$ cat config.mk
export PLATFORM = sky130hd
export DESIGN_NAME = strict_priority_packet_scheduler
export DESIGN_NICKNAME = d
export VERILOG_FILES = /design/src/hdl/sps_pkg.sv /design/src/hdl/strict_priority_packet_scheduler.sv
export SDC_FILE = /design/constraint.sdc
export NUM_CORES = 2
export LEC_CHECK = 0
export BUFFER_PORTS_ARGS = -buffer_cell sky130_fd_sc_hd__buf_2
export CAP_MARGIN = 20
export CORE_MARGIN = 1.5
export CORE_UTILIZATION = 45
export DETAILED_ROUTE_END_ITERATION = 8
export PLACE_DENSITY = 0.65
export SLEW_MARGIN = 30
export SYNTH_ARGS = -nofsm -noshare
export SYNTH_HDL_FRONTEND = slang
export SYNTH_SLANG_ARGS = --single-unit
$ cat constraint.sdc
create_clock -name clk -period 7 [get_ports clk]
set_input_delay 0.35 -clock clk [delete_from_list [all_inputs] [get_ports clk]]
set_output_delay 0.35 -clock clk [all_outputs]
set_load 0.05 [all_outputs]
$ cat src/hdl/sps_pkg.sv
// Package with shared types, codes and defaults of the strict priority scheduler.
`timescale 1ns / 1ps
package sps_pkg;

    localparam int QUEUE_DEPTH_DEF = 16;
    localparam int MAX_BURST_DEF   = 8;
    localparam int NUM_QUEUES      = 4;

    // Input function codes
    localparam logic [1:0] FUNC_ENQ   = 2'd0;
    localparam logic [1:0] FUNC_TICK  = 2'd1;
    localparam logic [1:0] FUNC_FLUSH = 2'd2;

    // Result kinds
    localparam logic [1:0] KIND_ENQ     = 2'd0;
    localparam logic [1:0] KIND_SENT    = 2'd1;
    localparam logic [1:0] KIND_NOTHING = 2'd2;
    localparam logic [1:0] KIND_FLUSH   = 2'd3;

    // Enqueue status codes
    localparam logic [1:0] STAT_OK      = 2'd0;
    localparam logic [1:0] STAT_REPLACE = 2'd1;
    localparam logic [1:0] STAT_DROP    = 2'd2;

    // Priority codes at or above this one replace older entries of the stream
    localparam logic [1:0] PRIO_NORMAL = 2'd2;

    // Configuration register indexes
    localparam logic [1:0] CFG_SENDING_ENABLED = 2'd0;
    localparam logic [1:0] CFG_MAX_PER_TICK    = 2'd1;

    localparam logic [3:0] MAX_PER_TICK_RST = 4'd8;

    typedef enum logic [2:0] {
        S_IDLE,
        S_PURGE,
        S_ENQ,
        S_RESP,
        S_TSEL,
        S_TOUT
    } state_t;

    typedef struct packed {
        logic [1:0]  func;
        logic [7:0]  stream_id;
        logic [15:0] packet_tag;
        logic        reliable;
        logic [1:0]  priority_req;
    } in_item_t;

    typedef struct packed {
        logic [1:0]  kind;
        logic [1:0]  status;
        logic [7:0]  sent_stream;
        logic [15:0] sent_tag;
        logic        sent_reliable;
        logic [1:0]  from_queue;
        logic        last;
    } out_item_t;

    typedef struct packed {
        logic [7:0]  stream;
        logic [15:0] tag;
        logic        rel;
    } desc_t;

endpackage

$ cat src/hdl/strict_priority_packet_scheduler.sv
// Top level of the strict priority packet scheduler with its queue memory.
`timescale 1ns / 1ps
// Usage
//   in_valid/in_ready/in_data carry one command transaction: enqueue a packet
//   descriptor, send tick, or flush. out_valid/out_ready/out_data return the
//   results; the last result of a command has last set. cfg_valid/cfg_index/
//   cfg_data write sending_enabled (index 0) or max_per_tick (index 1); the
//   port is always ready. Write it only while the block is idle; the block
//   itself does not enforce this. All four queues are circular buffers in
//   one memory of 4*QUEUE_DEPTH descriptors with one write and one read
//   port and registered read data. Commands are taken one at a time. An
//   enqueue to normal or low first compacts the queue through the memory
//   port, one entry per cycle. A tick reads each sent descriptor from
//   memory, then outputs it. Flush empties all queues.
//   Reset clears fill counts, queue pointers and the output valid flag; queue
//   contents need no clearing. A stalled receiver holds the output register
//   and the command in progress waits; nothing is lost.
module strict_priority_packet_scheduler #(
    parameter int QUEUE_DEPTH = sps_pkg::QUEUE_DEPTH_DEF,
    parameter int MAX_BURST   = sps_pkg::MAX_BURST_DEF
) (
    input  logic               clk,
    input  logic               rst_n,
    input  logic               in_valid,
    output logic               in_ready,
    input  sps_pkg::in_item_t  in_data,
    output logic               out_valid,
    input  logic               out_ready,
    output sps_pkg::out_item_t out_data,
    input  logic               cfg_valid,
    output logic               cfg_ready,
    input  logic [1:0]         cfg_index,
    input  logic [3:0]         cfg_data
);
    import sps_pkg::*;

    localparam int CW = $clog2(QUEUE_DEPTH + 1);
    localparam int PW = $clog2(QUEUE_DEPTH);
    localparam int AW = $clog2(NUM_QUEUES * QUEUE_DEPTH);
    localparam int KW = $clog2(MAX_BURST + 1);

    // Map queue, head and offset to a memory address, wrapping inside the queue
    function automatic logic [AW-1:0] qaddr(input logic [1:0] q, input logic [PW-1:0] head,
                                            input logic [CW-1:0] off);
        logic [CW:0] sum;
        logic [CW:0] wrapped;
        sum = {{(CW+1-PW){1'b0}}, head} + {1'b0, off};
        wrapped = (sum >= (CW+1)'(QUEUE_DEPTH)) ? sum - (CW+1)'(QUEUE_DEPTH) : sum;
        return AW'(q * QUEUE_DEPTH) + AW'(wrapped);
    endfunction

    state_t            state_reg, state_next;
    in_item_t          item_reg, item_next;
    logic [PW-1:0]     head_reg [NUM_QUEUES];
    logic [PW-1:0]     head_next [NUM_QUEUES];
    logic [CW-1:0]     count_reg [NUM_QUEUES];
    logic [CW-1:0]     count_next [NUM_QUEUES];
    logic [CW-1:0]     idx_reg, idx_next;
    logic [CW-1:0]     wr_reg, wr_next;
    logic              pend_reg, pend_next;
    logic              rem_reg, rem_next;
    logic [KW-1:0]     k_reg, k_next;
    logic              last_reg, last_next;
    logic [1:0]        q_reg, q_next;
    out_item_t         resp_reg, resp_next;
    out_item_t         out_reg, out_next;
    logic              out_valid_reg, out_valid_next;
    logic              en_reg;
    logic [3:0]        max_reg;

    desc_t             mem [NUM_QUEUES * QUEUE_DEPTH];
    desc_t             rd_data_reg;
    logic              mem_we, mem_re;
    logic [AW-1:0]     mem_waddr, mem_raddr;
    desc_t             mem_wdata;

    logic              out_free;
    logic [KW-1:0]     limit;
    logic [1:0]        cq;
    logic              found;
    logic [1:0]        sel_q;
    logic              more_after;

    assign in_ready  = (state_reg == S_IDLE);
    assign cfg_ready = 1'b1;
    assign out_valid = out_valid_reg;
    assign out_data  = out_reg;
    assign out_free  = !out_valid_reg || out_ready;
    assign cq        = item_reg.priority_req;

    // Clamp the per-tick limit to 1..MAX_BURST
    always_comb
    begin
        if (max_reg == 4'd0)
            limit = KW'(1);
        else if (int'(max_reg) > MAX_BURST)
            limit = KW'(MAX_BURST);
        else
            limit = KW'(max_reg);
    end

    // Find the highest priority nonempty queue and whether entries remain beyond its head
    always_comb
    begin
        found = 1'b0;
        sel_q = 2'd0;
        for (int j = NUM_QUEUES - 1; j >= 0; j--)
        begin
            if (count_reg[j] != '0)
            begin
                found = 1'b1;
                sel_q = 2'(j);
            end
        end
        more_after = (count_reg[sel_q] > CW'(1));
        for (int j = 0; j < NUM_QUEUES; j++)
        begin
            if (2'(j) != sel_q && count_reg[j] != '0)
                more_after = 1'b1;
        end
    end

    // Next state
    always_comb
    begin
        state_next = state_reg;
        case (state_reg)
            S_IDLE:
            begin
                if (in_valid)
                begin
                    case (in_data.func)
                        FUNC_ENQ:
                            state_next = (in_data.priority_req >= PRIO_NORMAL &&
                                          count_reg[in_data.priority_req] != '0)
                                         ? S_PURGE : S_ENQ;
                        FUNC_TICK:  state_next = en_reg ? S_TSEL : S_RESP;
                        FUNC_FLUSH: state_next = S_RESP;
                        default:    state_next = S_IDLE;
                    endcase
                end
            end
            S_PURGE:
                if (idx_reg == count_reg[cq] && !pend_reg)
                    state_next = S_ENQ;
            S_ENQ:   state_next = S_RESP;
            S_RESP:  if (out_free) state_next = S_IDLE;
            S_TSEL:  state_next = found ? S_TOUT : S_RESP;
            S_TOUT:  if (out_free) state_next = last_reg ? S_IDLE : S_TSEL;
            default: state_next = S_IDLE;
        endcase
    end

    // Datapath and memory control
    always_comb
    begin
        item_next      = item_reg;
        head_next      = head_reg;
        count_next     = count_reg;
        idx_next       = idx_reg;
        wr_next        = wr_reg;
        pend_next      = 1'b0;
        rem_next       = rem_reg;
        k_next         = k_reg;
        last_next      = last_reg;
        q_next         = q_reg;
        resp_next      = resp_reg;
        out_next       = out_reg;
        out_valid_next = out_valid_reg && !out_ready;
        mem_we         = 1'b0;
        mem_re         = 1'b0;
        mem_waddr      = '0;
        mem_raddr      = '0;
        mem_wdata      = '0;
        case (state_reg)
            S_IDLE:
            begin
                if (in_valid)
                begin
                    item_next = in_data;
                    idx_next  = '0;
                    wr_next   = '0;
                    rem_next  = 1'b0;
                    k_next    = '0;
                    resp_next = '0;
                    resp_next.last = 1'b1;
                    if (in_data.func == FUNC_TICK)
                        resp_next.kind = KIND_NOTHING;
                    if (in_data.func == FUNC_FLUSH)
                    begin
                        resp_next.kind = KIND_FLUSH;
                        for (int j = 0; j < NUM_QUEUES; j++)
                            count_next[j] = '0;
                    end
                end
            end
            S_PURGE:
            begin
                // Read the next entry, write back the kept one from last cycle
                if (idx_reg != count_reg[cq])
                begin
                    mem_re    = 1'b1;
                    mem_raddr = qaddr(cq, head_reg[cq], idx_reg);
                    idx_next  = idx_reg + CW'(1);
                    pend_next = 1'b1;
                end
                if (pend_reg)
                begin
                    if (rd_data_reg.stream != item_reg.stream_id)
                    begin
                        mem_we    = 1'b1;
                        mem_waddr = qaddr(cq, head_reg[cq], wr_reg);
                        mem_wdata = rd_data_reg;
                        wr_next   = wr_reg + CW'(1);
                    end
                    else
                        rem_next = 1'b1;
                end
                else if (idx_reg == count_reg[cq])
                    count_next[cq] = wr_reg;
            end
            S_ENQ:
            begin
                resp_next.kind = KIND_ENQ;
                resp_next.last = 1'b1;
                if (count_reg[cq] >= CW'(QUEUE_DEPTH))
                    resp_next.status = STAT_DROP;
                else
                begin
                    mem_we     = 1'b1;
                    mem_waddr  = qaddr(cq, head_reg[cq], count_reg[cq]);
                    mem_wdata  = '{stream: item_reg.stream_id, tag: item_reg.packet_tag,
                                   rel: item_reg.reliable};
                    count_next[cq]   = count_reg[cq] + CW'(1);
                    resp_next.status = rem_reg ? STAT_REPLACE : STAT_OK;
                end
            end
            S_RESP:
            begin
                if (out_free)
                begin
                    out_next       = resp_reg;
                    out_valid_next = 1'b1;
                end
            end
            S_TSEL:
            begin
                // Pop the head of the highest nonempty queue
                if (found)
                begin
                    mem_re    = 1'b1;
                    mem_raddr = qaddr(sel_q, head_reg[sel_q], '0);
                    head_next[sel_q] = (head_reg[sel_q] == PW'(QUEUE_DEPTH - 1))
                                       ? '0 : head_reg[sel_q] + PW'(1);
                    count_next[sel_q] = count_reg[sel_q] - CW'(1);
                    q_next    = sel_q;
                    k_next    = k_reg + KW'(1);
                    last_next = ((k_reg + KW'(1)) >= limit) || !more_after;
                end
            end
            S_TOUT:
            begin
                if (out_free)
                begin
                    out_next.kind          = KIND_SENT;
                    out_next.status        = STAT_OK;
                    out_next.sent_stream   = rd_data_reg.stream;
                    out_next.sent_tag      = rd_data_reg.tag;
                    out_next.sent_reliable = rd_data_reg.rel;
                    out_next.from_queue    = q_reg;
                    out_next.last          = last_reg;
                    out_valid_next         = 1'b1;
                end
            end
            default:
            begin
                out_valid_next = out_valid_reg && !out_ready;
            end
        endcase
    end

    // Queue memory
    always_ff @(posedge clk)
    begin
        if (mem_we)
            mem[mem_waddr] <= mem_wdata;
        if (mem_re)
            rd_data_reg <= mem[mem_raddr];
    end

    // Payload registers
    always_ff @(posedge clk)
    begin
        item_reg <= item_next;
        idx_reg  <= idx_next;
        wr_reg   <= wr_next;
        rem_reg  <= rem_next;
        k_reg    <= k_next;
        last_reg <= last_next;
        q_reg    <= q_next;
        resp_reg <= resp_next;
        out_reg  <= out_next;
    end

    // Control registers
    always_ff @(posedge clk or negedge rst_n)
    begin
        if (!rst_n)
        begin
            state_reg     <= S_IDLE;
            pend_reg      <= 1'b0;
            out_valid_reg <= 1'b0;
            en_reg        <= 1'b0;
            max_reg       <= MAX_PER_TICK_RST;
            for (int j = 0; j < NUM_QUEUES; j++)
            begin
                head_reg[j]  <= '0;
                count_reg[j] <= '0;
            end
        end
        else
        begin
            state_reg     <= state_next;
            pend_reg      <= pend_next;
            out_valid_reg <= out_valid_next;
            head_reg      <= head_next;
            count_reg     <= count_next;
            if (cfg_valid && cfg_index == CFG_SENDING_ENABLED)
                en_reg <= cfg_data[0];
            if (cfg_valid && cfg_index == CFG_MAX_PER_TICK)
                max_reg <= cfg_data;
        end
    end

endmodule
==> metrics.md <==
| Metric | Value |
|---|---|
| Final hold violations | 0 |
| Total power divided by cell area | 446 mW/mm2 |
| Initial core utilization | 45.4% |
| Status | complete, no violations |
| Startpoint class of the critical path | flop |
| Crit path launch | cq[0] |
| Routed via count divided by cell count | 6.16 |
| Flip-flop count of the largest register after layout | 1600 |
| Area overhead of the layout relative to synthesis | 14.1% |
| Number of design-rule violations left by the first detailed-router iteration | 6079 |
| Total wire length | 209 mm |
| Critical path type | reg2reg |
| Total CTS buffers | 177 |
| Overall Global Routing Usage | 26.1% |
| Buffering stage count on the worst path with inverters included | 2 |
| Transition time at the pin with the least slew margin | 1.08 ns |
| Share of synthesized area occupied by flip-flops and latches | 74.7% |
| Hold-fix buffers, CTS | 37 |
| Antenna violations before repair | 15 |
| Post-Syn Nets | 4924 |
| Total standard cell area after synthesis | 0.0701 mm2 |
| Leading area contributor after synthesis | edfxtp_1 |
| Routed via count | 44400 |
| Max-cap violations | 0 |
| Source of the worst hold timing path | cfg_index[0] |
| Cts repair resizes | 0 |
| Leakage Power | 27.9 nW |
| Unrepaired setup endpoints after global routing | no |
| Top_reg_cell synth | edfxtp_1 |
| Most common cell on crit path | a21oi_1 |
| Flip-flop and latch count after synthesis | 1752 |
| Top register by number of flip-flops | mem |
| Dpl cells | 6843 |
| Max-slew headroom | 27.7% |
| Number of setup buffers added after CTS | 0 |
| Total of endpoints with negative setup slack in the final report | 0 |
| Worst EP arrival | 6.79 ns |
| Buffers added on ports | 73 |
| Post-layout nets | 5093 |
| Post-synthesis async set-or-reset flop share | 2.63% |
| Post-route DRC violation count | 0 |
| Antenna Violating Nets Remaining | 0 |
| Clock slew at the register clock pins of the worst setup and hold paths | 0.06 ns |
| Vertical die dimension | 398 um |
| Num Clock Sinks | 1752 |
| Setup TNS Final | 0 ns |
| CTS tree | built |
| Critical path data required time | 7.55 ns |
| Fraction of final layout cells with drive strength greater than 1 | 12.6% |
| Max Fclk | 0.160 GHz |
| Worst slack, placed | 0.740 ns |
| Maximum net fanout on the critical path | 27 |
| Estimated wirelength of the detail-placed design | 125 mm |
| Worst-case clock buffer depth | 3 |
| Number of top-level pins | 75 |
| # H-tree levels | 4 |
| Post-synth cell types | 80 |
| WL/cell | 28.9 um |
| Cell count after synthesis | 4850 |
| Count of yosys warnings during synthesis | 0 |
| Cells taking the most area after synthesis | edfxtp_1, nand2_1, a21oi_1, mux2i_1, a22oi_1 |
| Final clock period utilization by the worst path | 89.1% |
| Source-to-sink clock delay at the later pin of the worst-skew pair | 0.82 ns |
| Clock skew after layout | 0.0308 ns |
| Top cell type's share of synthesized area | 73.1% |
| Overall die area | 0.158 mm2 |
| Mapped Avg Cell Area | 14.5 um2 |
| Final Critical Period | 6.24 ns |
| Root buffer cell | clkbuf_16 |
| Routability congestion estimate | 0.888 |
| Vias in the first global route | 42100 |
| Fill cells | 12600 |
| Peak per-stage delay on the critical path | 0.77 ns |
| Total congestion overflow | 0 |
| 1st-pass router iterations | 6 |
| Number of flops mapped to enable cells by yosys | 1706 |
| Wire length of the first global-routing pass | 299 mm |
| Top cell family by delay on the critical path | simple AND/OR/NAND/NOR gates |
| Post-Layout Cell Count | 7206 |
| Max rail drop VDD | 299 uV |
| Final setup margin | 0.760 ns |
| Largest net degree at the start of global routing | 143 |
| Std-Cell Core Area | 0.154 mm2 |
| Critical Path Slowest Stage Cell | nor4_1 |
| Final-report max-slew violation count | 0 |
| Nature of the critical path endpoint | flop |
| Cells traversed along the worst timing path | buf_4, mux4_2, ha_1, a21oi_1, xnor2_1, or2_2, a2111o_2, buf_4, a21oi_1, nor4_1, a21oi_1, or4_1 |
| Die X | 398 um |
| Hold Crit Class | in2reg |
| Launching point of the worst reg2reg path | cq[0] |
| Num rows | 144 |
-- path summary, 6_finish.rpt --
path | to | slack (ns) | depth (start not counted)
hold reg to reg | out_data[30] | 0.50 | 1
hold / removal | max_reg[2] | 0.06 | 3
setup reg to reg | rd_data_reg[15] | 0.76 | 12
setup / recovery | rd_data_reg[15] | 0.76 | 12
max in group asynchronous | state_reg[0] | 6.29 | 3
min in group asynchronous | max_reg[1] | 0.24 | 3
-- final cells by class --
| class | count | area (um2) | share of cell area [%] |
|---|---|---|---|
| sequential | 1752 | 52400 | 65.5 |
| multi-input combinational | 2778 | 16900 | 21.1 |
| clock buffer | 214 | 4610 | 5.77 |
| tap | 2044 | 2560 | 3.20 |
| timing repair buffer | 284 | 2370 | 2.97 |
| clock inverter | 107 | 1030 | 1.28 |
| inverter | 26 | 97.6 | 0.122 |
| antenna | 1 | 2.50 | 0.00313 |
-- cell usage in the layout, fill, tap and decap left out, drive strengths merged, types with 31 or more instances in the layout --
master       count
buf            247
a32oi           49
dlygate4sd3     37
nand3           58
mux2i          270
clkinv          77
nor2           128
ha              31
nand2          860
o22ai          133
clkbuf         214
and3            31
o21ai           56
inv             35
a22oi          193
dfrtp           45
nor4            51
edfxtp        1706
a21oi          643
-- layer usage --
layer  part of all wire (%)  global-route usage, %  up-vias
met1                     40                   37.3    22500
met3                     11                   5.62      401
met5                  0.027                      0        -
li1                       -                      -    18900
met4                    3.8                   9.81        8
met2                     45                   39.4     2553
-- per-stage QoR --
stage | power (mW) | utilization, % | area (um2) | hold WS, ns
2_1_floorplan | 21.1 | - | 70100 | 0.0544
3_3_place_gp | 26.1 | 47.8 | 73700 | 0.490
3_5_place_dp | 26.2 | 47.8 | 73800 | 0.493
4_1_cts | 35.5 | 51.7 | 79800 | 0.0104
5_1_grt | 36.8 | 51.8 | 80000 | 0.0721
6_report | 35.7 | 51.8 | 80000 | 0.0593
-- where the power goes --
group	leakage, nW	internal (mW)	switching, mW
registers	16.3	13.4	0.479
logic	8.84	3.33	9.15
clock network	2.75	5.24	4.08
total	27.9	22.0	13.7
-- kinds of logic (layout without fill, tap and decap cells) --
group	Yosys count	after routing	synth area share [%]
fa+ha+maj	34	34	0.639
other cells	1	2	0.00535
compound gates	1191	1191	10.4
xor+xnor	38	38	0.475
mux	290	290	4.32
flops	1752	1752	74.7
buf+inv	320	631	2.10
simple gates	1224	1224	7.36
-- worst min-delay path, stage by stage --
cell and delay [ns]:
buf_2 0.10, nand3b_1 0.18, mux2_2 0.18
-- synth_stat cells (all sizes together), types with 18 or more instances --
cell,number
nor2,128
nand2,860
clkbuf,111
xnor2,20
and3,31
ha,31
a22oi,193
inv,25
o22ai,133
dfrtp,45
xor2,18
nand3,58
a22o,30
buf,183
nor3,18
a21oi,643
o21ai,56
a32oi,49
edfxtp,1706
mux2i,270
nor4,51
or4,18
Note: power is estimated with default switching activity, not from simulation.
